--- config.mk ---
export PLATFORM = sky130hd
export DESIGN_NAME = sysex_param_change_parser_flat
export DESIGN_NICKNAME = d
export VERILOG_FILES = /design/src/hw/rtl/spc_pkg.sv /design/src/hw/rtl/spc_if.sv /design/src/hw/rtl/sysex_param_change_parser.sv /design/src/flat_wrapper.sv
export VERILOG_INCLUDE_DIRS = /design/src /design/src/hw/rtl
export SDC_FILE = /design/constraint.sdc
export NUM_CORES = 1
export LEC_CHECK = 0
export ABC_AREA = 1
export BUFFER_PORTS_ARGS = -buffer_cell sky130_fd_sc_hd__buf_4
export CORE_ASPECT_RATIO = 0.8
export CORE_UTILIZATION = 40
export CTS_CLUSTER_SIZE = 25
export DETAILED_ROUTE_END_ITERATION = 8
export REMOVE_ABC_BUFFERS = 1
export SETUP_SLACK_MARGIN = 0.5
export SLEW_MARGIN = 20
export SYNTH_ARGS = -nofsm -noshare
export SYNTH_HDL_FRONTEND = slang
export SYNTH_SLANG_ARGS = --single-unit
--- constraint.sdc ---
create_clock -name clk -period 5.34 [get_ports clk]
set_input_delay 1.068 -clock clk [delete_from_list [all_inputs] [get_ports clk]]
set_output_delay 1.068 -clock clk [all_outputs]
set_load 0.01 [all_outputs]
--- src/hw/rtl/assert_macros.svh ---
// assertion macros used by the parser rtl
`ifndef ASSERT_MACROS_SVH
`define ASSERT_MACROS_SVH
`ifndef SYNTHESIS
// property must hold at every rising clock edge outside reset
`define ASSERT_PROP(label, clk, rst_n, prop) \
    label: assert property (@(posedge clk) disable iff (!rst_n) prop) \
        else $error("assertion failed");
// expression must never be true outside reset
`define ASSERT_NEVER(label, clk, rst_n, expr) \
    label: assert property (@(posedge clk) disable iff (!rst_n) !(expr)) \
        else $error("forbidden condition seen");
`else
`define ASSERT_PROP(label, clk, rst_n, prop)
`define ASSERT_NEVER(label, clk, rst_n, expr)
`endif
`endif

--- src/hw/rtl/spc_pkg.sv ---
// types and constants of the sysex parameter change parser
package spc_pkg;

    localparam logic [7:0] MAKER_0        = 8'h00;
    localparam logic [7:0] MAKER_1        = 8'h20;
    localparam logic [7:0] MAKER_2        = 8'h32;
    localparam logic [7:0] APPARATUS_CODE = 8'h0B;
    localparam logic [7:0] FUNCTION_CODE  = 8'h20;

    localparam int HEADER_LEN = 7;
    localparam int HIGH_SHIFT = 7;
    localparam int BYTE_W     = 8;
    localparam int RAW_W      = 15;
    localparam int HPOS_W     = 3;
    localparam int GPOS_W     = 2;

    // result queue; a byte is taken only while at least two slots are free for its results
    localparam int QUEUE_DEPTH = 4;
    localparam int QPTR_W      = $clog2(QUEUE_DEPTH);
    localparam int QCNT_W      = $clog2(QUEUE_DEPTH + 1);

    typedef enum logic [2:0] {
        STATUS_OK        = 3'd0,
        STATUS_SHORT     = 3'd1,
        STATUS_BAD_MAKER = 3'd2,
        STATUS_BAD_FUNC  = 3'd3,
        STATUS_TRUNCATED = 3'd4
    } status_t;

    typedef enum logic [1:0] {
        GRP_MODULE = 2'd0,
        GRP_PARAM  = 2'd1,
        GRP_HIGH   = 2'd2,
        GRP_LOW    = 2'd3
    } group_pos_t;

    typedef struct packed {
        logic                 is_status;
        logic [BYTE_W-1:0]    module_id;
        logic [BYTE_W-1:0]    param_id;
        logic [RAW_W-1:0]     raw_value;
        status_t              frame_status;
        logic                 last_result;
    } result_t;

endpackage

--- src/hw/rtl/spc_if.sv ---
// valid/ready channels for body bytes and parser results
interface spc_body_if;
    logic       valid;
    logic       ready;
    logic [7:0] body_byte;
    logic       end_of_message;

    modport source (output valid, output body_byte, output end_of_message, input ready);
    modport sink   (input valid, input body_byte, input end_of_message, output ready);
endinterface

interface spc_result_if;
    logic        valid;
    logic        ready;
    logic        is_status;
    logic [7:0]  module_id;
    logic [7:0]  param_id;
    logic [14:0] raw_value;
    logic [2:0]  frame_status;
    logic        last_result;

    modport source (output valid, output is_status, output module_id, output param_id,
                    output raw_value, output frame_status, output last_result,
                    input ready);
    modport sink   (input valid, input is_status, input module_id, input param_id,
                    input raw_value, input frame_status, input last_result,
                    output ready);
endinterface

--- src/hw/rtl/sysex_param_change_parser.sv ---
// Parser for the body of a sysex parameter change message. One body byte is
// taken per cycle while body.ready is high; the header check and group
// assembly for a byte finish in the cycle it is transferred; its results go
// into a four-entry result queue that drains one result per cycle while
// result.ready is high. A byte gives at most two results (a change and, on
// the last byte, the frame status), so body.ready is high whenever at least
// two queue slots are free; with the result side always ready the block
// sustains one byte per cycle. A byte that completes a group and ends the
// message pushes both results. Changes of a frame are delivered as their
// groups complete; the consumer keeps them only if the frame's status is ok.
`include "assert_macros.svh"

module sysex_param_change_parser
    import spc_pkg::*;
(
    input  logic          clk,
    input  logic          rst_n,
    spc_body_if.sink      body,
    spc_result_if.source  result
);

    logic [HPOS_W-1:0] header_pos_reg, header_pos_next;
    status_t           reject_reg, reject_next;
    logic [BYTE_W-1:0] changes_left_reg, changes_left_next;
    group_pos_t        group_pos_reg, group_pos_next;
    logic [BYTE_W-1:0] held_module_reg, held_module_next;
    logic [BYTE_W-1:0] held_param_reg, held_param_next;
    logic [BYTE_W-1:0] held_high_reg, held_high_next;
    logic              groups_done_reg, groups_done_next;

    result_t           queue_reg [QUEUE_DEPTH];
    logic [QPTR_W-1:0] wr_ptr_reg, rd_ptr_reg;
    logic [QCNT_W-1:0] count_reg;

    logic              accept;
    logic              pop;
    logic              emit_change;
    logic              emit_status;
    result_t           change_res;
    result_t           status_res;
    logic [1:0]        push_n;
    logic [BYTE_W-1:0] b;

    assign b      = body.body_byte;
    assign accept = body.valid && body.ready;
    assign pop    = result.valid && result.ready;

    assign body.ready = (count_reg <= QCNT_W'(QUEUE_DEPTH - 2));

    // per-byte state update
    always_comb
    begin
        header_pos_next   = header_pos_reg;
        reject_next       = reject_reg;
        changes_left_next = changes_left_reg;
        group_pos_next    = group_pos_reg;
        held_module_next  = held_module_reg;
        held_param_next   = held_param_reg;
        held_high_next    = held_high_reg;
        groups_done_next  = groups_done_reg;
        emit_change       = 1'b0;
        emit_status       = 1'b0;

        if (accept)
        begin
            if (header_pos_reg < HPOS_W'(HEADER_LEN))
            begin
                if (reject_reg == STATUS_OK)
                begin
                    priority if ((header_pos_reg == 3'd0 && b != MAKER_0) ||
                                 (header_pos_reg == 3'd1 && b != MAKER_1) ||
                                 (header_pos_reg == 3'd2 && b != MAKER_2))
                    begin
                        reject_next = STATUS_BAD_MAKER;
                    end
                    else if ((header_pos_reg == 3'd4 && b != APPARATUS_CODE) ||
                             (header_pos_reg == 3'd5 && b != FUNCTION_CODE))
                    begin
                        reject_next = STATUS_BAD_FUNC;
                    end
                    else if (header_pos_reg == 3'd6)
                    begin
                        changes_left_next = b;
                        groups_done_next  = (b == '0);
                    end
                    else
                    begin
                        reject_next = reject_reg;
                    end
                end
                header_pos_next = header_pos_reg + 1'b1;
            end
            else if (reject_reg == STATUS_OK && !groups_done_reg && changes_left_reg != '0)
            begin
                unique case (group_pos_reg)
                    GRP_MODULE: held_module_next = b;
                    GRP_PARAM:  held_param_next  = b;
                    GRP_HIGH:   held_high_next   = b;
                    GRP_LOW:
                    begin
                        emit_change       = 1'b1;
                        changes_left_next = changes_left_reg - 1'b1;
                        if (changes_left_reg == 8'd1)
                        begin
                            groups_done_next = 1'b1;
                        end
                    end
                    default: held_high_next = held_high_reg;
                endcase
                group_pos_next = group_pos_t'(group_pos_reg + 1'b1);
            end

            if (body.end_of_message)
            begin
                emit_status       = 1'b1;
                header_pos_next   = '0;
                reject_next       = STATUS_OK;
                changes_left_next = '0;
                group_pos_next    = GRP_MODULE;
                held_module_next  = '0;
                held_param_next   = '0;
                held_high_next    = '0;
                groups_done_next  = 1'b0;
            end
        end
    end

    // result contents, status judged on the state after this byte
    always_comb
    begin
        change_res              = '0;
        change_res.module_id    = held_module_reg;
        change_res.param_id     = held_param_reg;
        change_res.raw_value    = ({held_high_reg, 7'b0} | {7'b0, b});
        change_res.frame_status = STATUS_OK;
        change_res.last_result  = !body.end_of_message;

        status_res              = '0;
        status_res.is_status    = 1'b1;
        status_res.last_result  = 1'b1;
        if (header_pos_reg < HPOS_W'(HEADER_LEN - 1))
        begin
            status_res.frame_status = STATUS_SHORT;
        end
        else if (header_pos_reg == HPOS_W'(HEADER_LEN - 1))
        begin
            // seventh byte arrives with the end flag: header complete
            if (reject_reg != STATUS_OK)
            begin
                status_res.frame_status = reject_reg;
            end
            else if (b != '0)
            begin
                status_res.frame_status = STATUS_TRUNCATED;
            end
            else
            begin
                status_res.frame_status = STATUS_OK;
            end
        end
        else if (reject_reg != STATUS_OK)
        begin
            status_res.frame_status = reject_reg;
        end
        else if (!(groups_done_reg || (emit_change && changes_left_reg == 8'd1)))
        begin
            status_res.frame_status = STATUS_TRUNCATED;
        end
        else
        begin
            status_res.frame_status = STATUS_OK;
        end
    end

    assign push_n = {1'b0, emit_change} + {1'b0, emit_status};

    always_ff @(posedge clk or negedge rst_n)
    begin
        if (!rst_n)
        begin
            header_pos_reg   <= '0;
            reject_reg       <= STATUS_OK;
            changes_left_reg <= '0;
            group_pos_reg    <= GRP_MODULE;
            held_module_reg  <= '0;
            held_param_reg   <= '0;
            held_high_reg    <= '0;
            groups_done_reg  <= 1'b0;
            wr_ptr_reg       <= '0;
            rd_ptr_reg       <= '0;
            count_reg        <= '0;
        end
        else
        begin
            header_pos_reg   <= header_pos_next;
            reject_reg       <= reject_next;
            changes_left_reg <= changes_left_next;
            group_pos_reg    <= group_pos_next;
            held_module_reg  <= held_module_next;
            held_param_reg   <= held_param_next;
            held_high_reg    <= held_high_next;
            groups_done_reg  <= groups_done_next;
            wr_ptr_reg       <= wr_ptr_reg + QPTR_W'(push_n);
            if (pop)
            begin
                rd_ptr_reg <= rd_ptr_reg + 1'b1;
            end
            count_reg <= count_reg + QCNT_W'(push_n) - QCNT_W'(pop);
        end
    end

    // queue payload, no reset needed
    always_ff @(posedge clk)
    begin
        if (emit_change)
        begin
            queue_reg[wr_ptr_reg] <= change_res;
            if (emit_status)
            begin
                queue_reg[wr_ptr_reg + 1'b1] <= status_res;
            end
        end
        else if (emit_status)
        begin
            queue_reg[wr_ptr_reg] <= status_res;
        end
    end

    assign result.valid        = (count_reg != '0);
    assign result.is_status    = queue_reg[rd_ptr_reg].is_status;
    assign result.module_id    = queue_reg[rd_ptr_reg].module_id;
    assign result.param_id     = queue_reg[rd_ptr_reg].param_id;
    assign result.raw_value    = queue_reg[rd_ptr_reg].raw_value;
    assign result.frame_status = queue_reg[rd_ptr_reg].frame_status;
    assign result.last_result  = queue_reg[rd_ptr_reg].last_result;

    `ASSERT_NEVER(a_queue_no_overflow, clk, rst_n, count_reg > QCNT_W'(QUEUE_DEPTH))
    `ASSERT_PROP(a_status_is_last, clk, rst_n, result.valid && result.is_status |-> result.last_result)
    `ASSERT_PROP(a_state_cleared_after_frame, clk, rst_n, accept && body.end_of_message |=> header_pos_reg == '0 && changes_left_reg == '0 && reject_reg == STATUS_OK)
    `ASSERT_NEVER(a_no_change_in_header, clk, rst_n, emit_change && header_pos_reg < HPOS_W'(HEADER_LEN))

endmodule
--- src/flat_wrapper.sv ---
// flat-port wrapper written by rule: the top's interface ports become plain ports
module sysex_param_change_parser_flat import spc_pkg::*;
  (clk, rst_n, body_valid, body_body_byte, body_end_of_message, body_ready, result_valid, result_is_status, result_module_id, result_param_id, result_raw_value, result_frame_status, result_last_result, result_ready);
  spc_body_if body_i ();
  spc_result_if result_i ();
  input  logic clk;
  input  logic rst_n;
  input wire logic [$bits(body_i.valid)-1:0] body_valid;
  input wire logic [$bits(body_i.body_byte)-1:0] body_body_byte;
  input wire logic [$bits(body_i.end_of_message)-1:0] body_end_of_message;
  output wire logic [$bits(body_i.ready)-1:0] body_ready;
  output wire logic [$bits(result_i.valid)-1:0] result_valid;
  output wire logic [$bits(result_i.is_status)-1:0] result_is_status;
  output wire logic [$bits(result_i.module_id)-1:0] result_module_id;
  output wire logic [$bits(result_i.param_id)-1:0] result_param_id;
  output wire logic [$bits(result_i.raw_value)-1:0] result_raw_value;
  output wire logic [$bits(result_i.frame_status)-1:0] result_frame_status;
  output wire logic [$bits(result_i.last_result)-1:0] result_last_result;
  input wire logic [$bits(result_i.ready)-1:0] result_ready;
  assign body_i.valid = body_valid;
  assign body_i.body_byte = body_body_byte;
  assign body_i.end_of_message = body_end_of_message;
  assign body_ready = body_i.ready;
  assign result_valid = result_i.valid;
  assign result_is_status = result_i.is_status;
  assign result_module_id = result_i.module_id;
  assign result_param_id = result_i.param_id;
  assign result_raw_value = result_i.raw_value;
  assign result_frame_status = result_i.frame_status;
  assign result_last_result = result_i.last_result;
  assign result_i.ready = result_ready;
  sysex_param_change_parser u_core (.clk(clk), .rst_n(rst_n), .body(body_i), .result(result_i));
endmodule
; ---- Yosys cells after proc, flatten, opt, wreduce, memory -nomap -nowiden
; Memories as Yosys holds them, arrays and structs flattened.
; Index checks and enable logic that the tools add are counted.
[classes]
add_sub_neg = 9
order_cmp = 3
eq_ne = 17
mux = 59
bitwise_logic = 2
reduce_logical = 42
[ops]
columns = op, count
row1 = 8-bit 2-to-1 mux, 20
row2 = 3-bit 2-to-1 mux, 13
row3 = 36-bit 2-to-1 mux, 1
row4 = 1-bit 2-to-1 mux, 22
row5 = 3-bit nonzero test, 6
row6 = "8-bit by 6-bit != test with 1-bit output, second input constant", 2
row7 = 4-bit AND reduction, 4
row8 = 8-bit nonzero test, 2
row9 = 15-bit by 8-bit OR with 15-bit output, 1
row10 = "3-bit != test, second input constant", 4
row11 = 2-bit nonzero test, 6
row12 = 1-bit logical AND, 10
row13 = "3-bit equality test, second input constant", 3
row14 = "8-bit by 1-bit equality test with 1-bit output, second input constant", 1
row15 = 8-bit logical NOT, 1
row16 = "8-bit by 4-bit != test with 1-bit output, second input constant", 1
row17 = 8-bit AND reduction, 1
row18 = "8-bit by 1-bit subtractor with 8-bit output, second input constant", 1
row19 = 7-bit AND reduction, 1
row20 = "2-bit by 1-bit adder with 2-bit output, second input constant", 3
row21 = 3-bit logical NOT, 2
row22 = "3-bit less-than comparator, second input constant", 2
row23 = 2-bit 2-to-1 mux, 3
row24 = "2-bit equality test, second input constant", 2
row25 = other kinds (16), 20
[word_totals]
regBits = 48
ram_bits = 144
in_bits = 13
output_inout_bits = 38
word_cells = 144
mem_count = 1
[mem_list]
columns = name, words, word_bits, read_ports, rd_clocked_by_memory_dff, write_ports, line
row1 = u_core.queue_reg, 4, 36, 1, 0, 2, sysex_param_change_parser.sv:31  ; result_t queue_reg [QUEUE_DEPTH];

; ---- Depth between registers and ports, before layout
[logic_depth]
word_depth = 13
depth_mapped = 16
mapped_depth_nobuf = 15

; ---- Worst setup path after synthesis
; OpenSTA, ideal clock, no wires.
[synth_path]
path_kind = input to register
from = input body_valid
to = memory u_core.queue_reg[0][1] (netlist name), enable pin
setup_time_ps = 303
t_arrival_ps = 2635
required_ps = 5037
slack_ps = 2402
cell_stages = 10
n_path_buf = 1
path_cell_list = nand3b_4 -> nor2_1 -> nand2_1 -> nor2_1 -> inv_1 -> ha_1 -> nor3_2 -> inv_2 -> clkbuf_1 -> nand2_1
[synth_lines]
columns = element, line
row1 = start: declaration, flat_wrapper.sv:8  ; input wire logic [$bits(body_i.valid)-1:0] body_valid;
row2 = end: declaration, sysex_param_change_parser.sv:31

; ---- Worst setup path in the final report
[layout_path]
from = register u_core.rd_ptr_reg[1]
to = output result_raw_value[5]
[layout_via]
elab_chain_cells = 1
[layout_rtl]
columns = element, line
row1 = start: declaration, sysex_param_change_parser.sv:32  ; logic [QPTR_W-1:0] wr_ptr_reg, rd_ptr_reg;
row2 = start signal: assignment, sysex_param_change_parser.sv:206  ; rd_ptr_reg <= rd_ptr_reg + 1'b1;
row3 = memory read 4 x 36 bit, --
row4 = end: declaration, flat_wrapper.sv:16  ; output wire logic [$bits(result_i.raw_value)-1:0] result_raw_value;
; No other way between the ends.

==> run summary <==
Result of the run: complete, but fails checks
Violated checks: DRC
Layout Area Growth over Synthesis: 12.7%
Number of placement rows: 47
Final wirelength: 23800 µm
Mapped Cells: 1126
Quantity of I/O buffers inserted on ports: 50
Initial antenna violation count: 0
Largest cells by area after synthesis: sky130_fd_sc_hd__dfxtp_1 (30%), sky130_fd_sc_hd__dfrtp_1 (14%), sky130_fd_sc_hd__o21ai_0 (11%)
Synthesis Warnings: 0
Number of buffers between clock root and the deepest sink: 2
Flip-flop count of the largest register after layout: 144
First-pass GRT wire length: 37900 µm
Number of enable-type register cells in the synthesized netlist: 12
Transition time of the tightest slew-check pin: 948 ps
Congestion Overflow GR: 0
Ys flop type: sky130_fd_sc_hd__dfxtp_1
Post-cts hold buffer count: 0
Worst max-slew margin expressed relative to the limit: 0.368
Endpoint arrival time on the critical path: 2810 ps
Maximum number of pins on one net before global-route repair: 65
Setup TNS after final layout: 0 ps
Count of pins over their slew limit: 0
Filler Cells Inserted: 2098
Post-route non-filler standard cell count: 1423
Average instance area after synthesis: 7.70 µm²
GRT Resource Usage Total: 0.218
Effective utilization at floorplan: 0.413
Top cell by count, worst path: sky130_fd_sc_hd__buf_4
Post-detailed-placement cell area: 9180 µm²
Final Worst Setup Slack: 1460 ps
DR iter-0 viols: 612
Clock-pin slew on the worst setup and hold paths: 70 ps
Post-placement cell count: 1391
Most frequent cells in the layout: sky130_fd_sc_hd__nand2_1 (198), sky130_fd_sc_hd__o21ai_0 (195), sky130_fd_sc_hd__nor2_1 (178)
Synthesized area: 8670 µm²
Shortest clock period the worst path allows after layout: 3880 ps
Iteration count of the initial detailed-routing pass: 9
Top fanout value on the critical path: 27
Largest area contributor in the netlist: sky130_fd_sc_hd__dfxtp_1
Count of cells resized by post-cts repair: 0
Final net count: 1172
CTS Buf Count: 17
Final design utilization: 0.465
Cell at the root of the clock tree: sky130_fd_sc_hd__clkbuf_16
Critical-path cell with the highest stage delay: sky130_fd_sc_hd__inv_1
CTS tree: done
Worst-case vdd ir drop: 0.000232 V
Total leakage power: 0.00430 µW
Crit end category: output pin
Flip-flop and latch count after synthesis: 191
Top achievable clock speed: 258 MHz
Die Span Y: 134 µm
Setup violation total in the final timing report: 0
Routed length per instance: 16.7 µm
Fraction of the yosys area taken by sequential cells: 0.482
Number of H-tree levels: 4
Layout cells sized above 1: 0.103
Critical path data required time: 4270 ps
DP HPWL: 15100 µm
Class of the tightest hold or removal check: flip-flop to flip-flop
Final setup skew: 12.6 ps
Area occupied by multi-input gates: 3910 µm²
Fraction of synthesis flops using an asynchronous set or reset pin: 0.246
Mean number of vias per cell: 5.28
Die X: 167 µm
RSZ-0062 raised after global routing: no
Combined flip-flop and latch cell area: 4180 µm²
Routability Congestion: 0.825
Count of unique library cells instantiated by Yosys: 38
Vias in the first global route: 6924
Number of ports placed on the die boundary: 51
Stage delay of the slowest cell on the critical path: 690 ps
Hold violation count in the final report: 0
Clock net sink count: 191
Post-detailed-route DRC marker count: 4
Cells traversed along the worst timing path: buf_4, inv_1, buf_4, o21ai_0, o22ai_1, buf_4
Worst Path Class, Setup: flip-flop to output pin
Floorplan core area: 21000 µm²
Clock network latency to the later pin of the worst-skew pair: 440 ps
Worst setup slack after placement: 1600 ps
Post-route standard cell area excluding fillers: 9770 µm²
Area of the die: 22300 µm²
Total via count after detailed routing: 7508
Antenna violation net count after detailed routing: 0
Antenna diodes: 0
Yosys top cell area share: 0.305
Share of the clock period used by the worst path after layout: 0.726
Number of violations of the max-capacitance limit: 0
Critical Path Start Type: flip-flop
Setup bufs post-CTS: 0
Commonest non-fill, non-tap cell in the layout: sky130_fd_sc_hd__nand2_1
P per Cell Area: 645 nW/µm²
## Yosys cell counts, types with 2 or more instances
cell type and count:
sky130_fd_sc_hd__xor2_1 7, sky130_fd_sc_hd__nor2_1 178, sky130_fd_sc_hd__nand2_1 198, sky130_fd_sc_hd__nor3_4 2, sky130_fd_sc_hd__nor3_2 2, sky130_fd_sc_hd__nor2_2 2, sky130_fd_sc_hd__inv_1 69, sky130_fd_sc_hd__edfxtp_1 12
sky130_fd_sc_hd__a211oi_1 17, sky130_fd_sc_hd__o21ai_1 9, sky130_fd_sc_hd__xnor2_1 2, sky130_fd_sc_hd__o21ai_0 195, sky130_fd_sc_hd__o22ai_1 26, sky130_fd_sc_hd__o21ai_4 3, sky130_fd_sc_hd__nor2_4 2, sky130_fd_sc_hd__dfxtp_1 132
sky130_fd_sc_hd__dfrtp_1 47, sky130_fd_sc_hd__nand3_1 16, sky130_fd_sc_hd__ha_1 17, sky130_fd_sc_hd__nand4_1 2, sky130_fd_sc_hd__nor3_1 2, sky130_fd_sc_hd__buf_2 15, sky130_fd_sc_hd__clkbuf_1 43, sky130_fd_sc_hd__a22oi_1 4
sky130_fd_sc_hd__buf_6 5, sky130_fd_sc_hd__a21oi_1 99, sky130_fd_sc_hd__inv_2 8, sky130_fd_sc_hd__buf_1 2
## critical path, delay by kind of cell, from the launching register on
family	cells	cell delay, ps
buffers and inverters	4	1540
AOI/OAI and AO/OA	2	450
DFF	1	360
## stage by stage
stage          power [µW]  hold WS, ps
3_5_place_dp         5020          436
5_1_grt              6780          463
2_1_floorplan        4020          421
3_3_place_gp         4990          434
4_1_cts              6320          453
6_report             6300          450
## cell type report
cell class,instances,share of cell area
inverter,77,0.0296
multi-input combinational,792,0.400
tap,269,0.0345
sequential,191,0.428
clock buffer,20,0.0479
clock inverter,12,0.0124
timing repair buffer,62,0.0476
## report_power, final
| group | internal (µW) | switching, µW | leakage, µW |
|---|---|---|---|
| clock network | 697 | 595 | 0.000297 |
| registers | 2080 | 347 | 0.00182 |
| logic | 1020 | 1560 | 0.00219 |
## cells by family after synthesis
group / Yosys count / synth area share
buffers and inverters: 143 / 0.0688
and+or+nand+nor: 410 / 0.194
DFF: 191 / 0.482
AOI/OAI and AO/OA: 355 / 0.219
adders and majority gates: 18 / 0.0268
xor gates and xnor gates: 9 / 0.00909
## metal layers
layer / up-vias / track usage / routed length (µm)
met5: - / 0 / 0
met3: 22 / 0.0380 / 1280
met2: 209 / 0.331 / 10300
met4: 0 / 0.0530 / 257
met1: 3511 / 0.319 / 11900
li1: 3766 / - / -
## final timing paths
path,endpoint,slack [ps],start,cells past startpoint
max,result_raw_value[5],1460,u_core.rd_ptr_reg[1],6
min,u_core.queue_reg[1][35],450,u_core.queue_reg[1][35],2
max reg2reg,u_core.queue_reg[0][1],2010,u_core.changes_left_reg[0],12
min reg2reg,u_core.queue_reg[1][35],450,u_core.queue_reg[1][35],2
max in group asynchronous,u_core.rd_ptr_reg[0],4260,rst_n,1
min in group asynchronous,u_core.reject_reg[1],630,rst_n,1
Note: power is estimated with default switching activity, not from simulation.
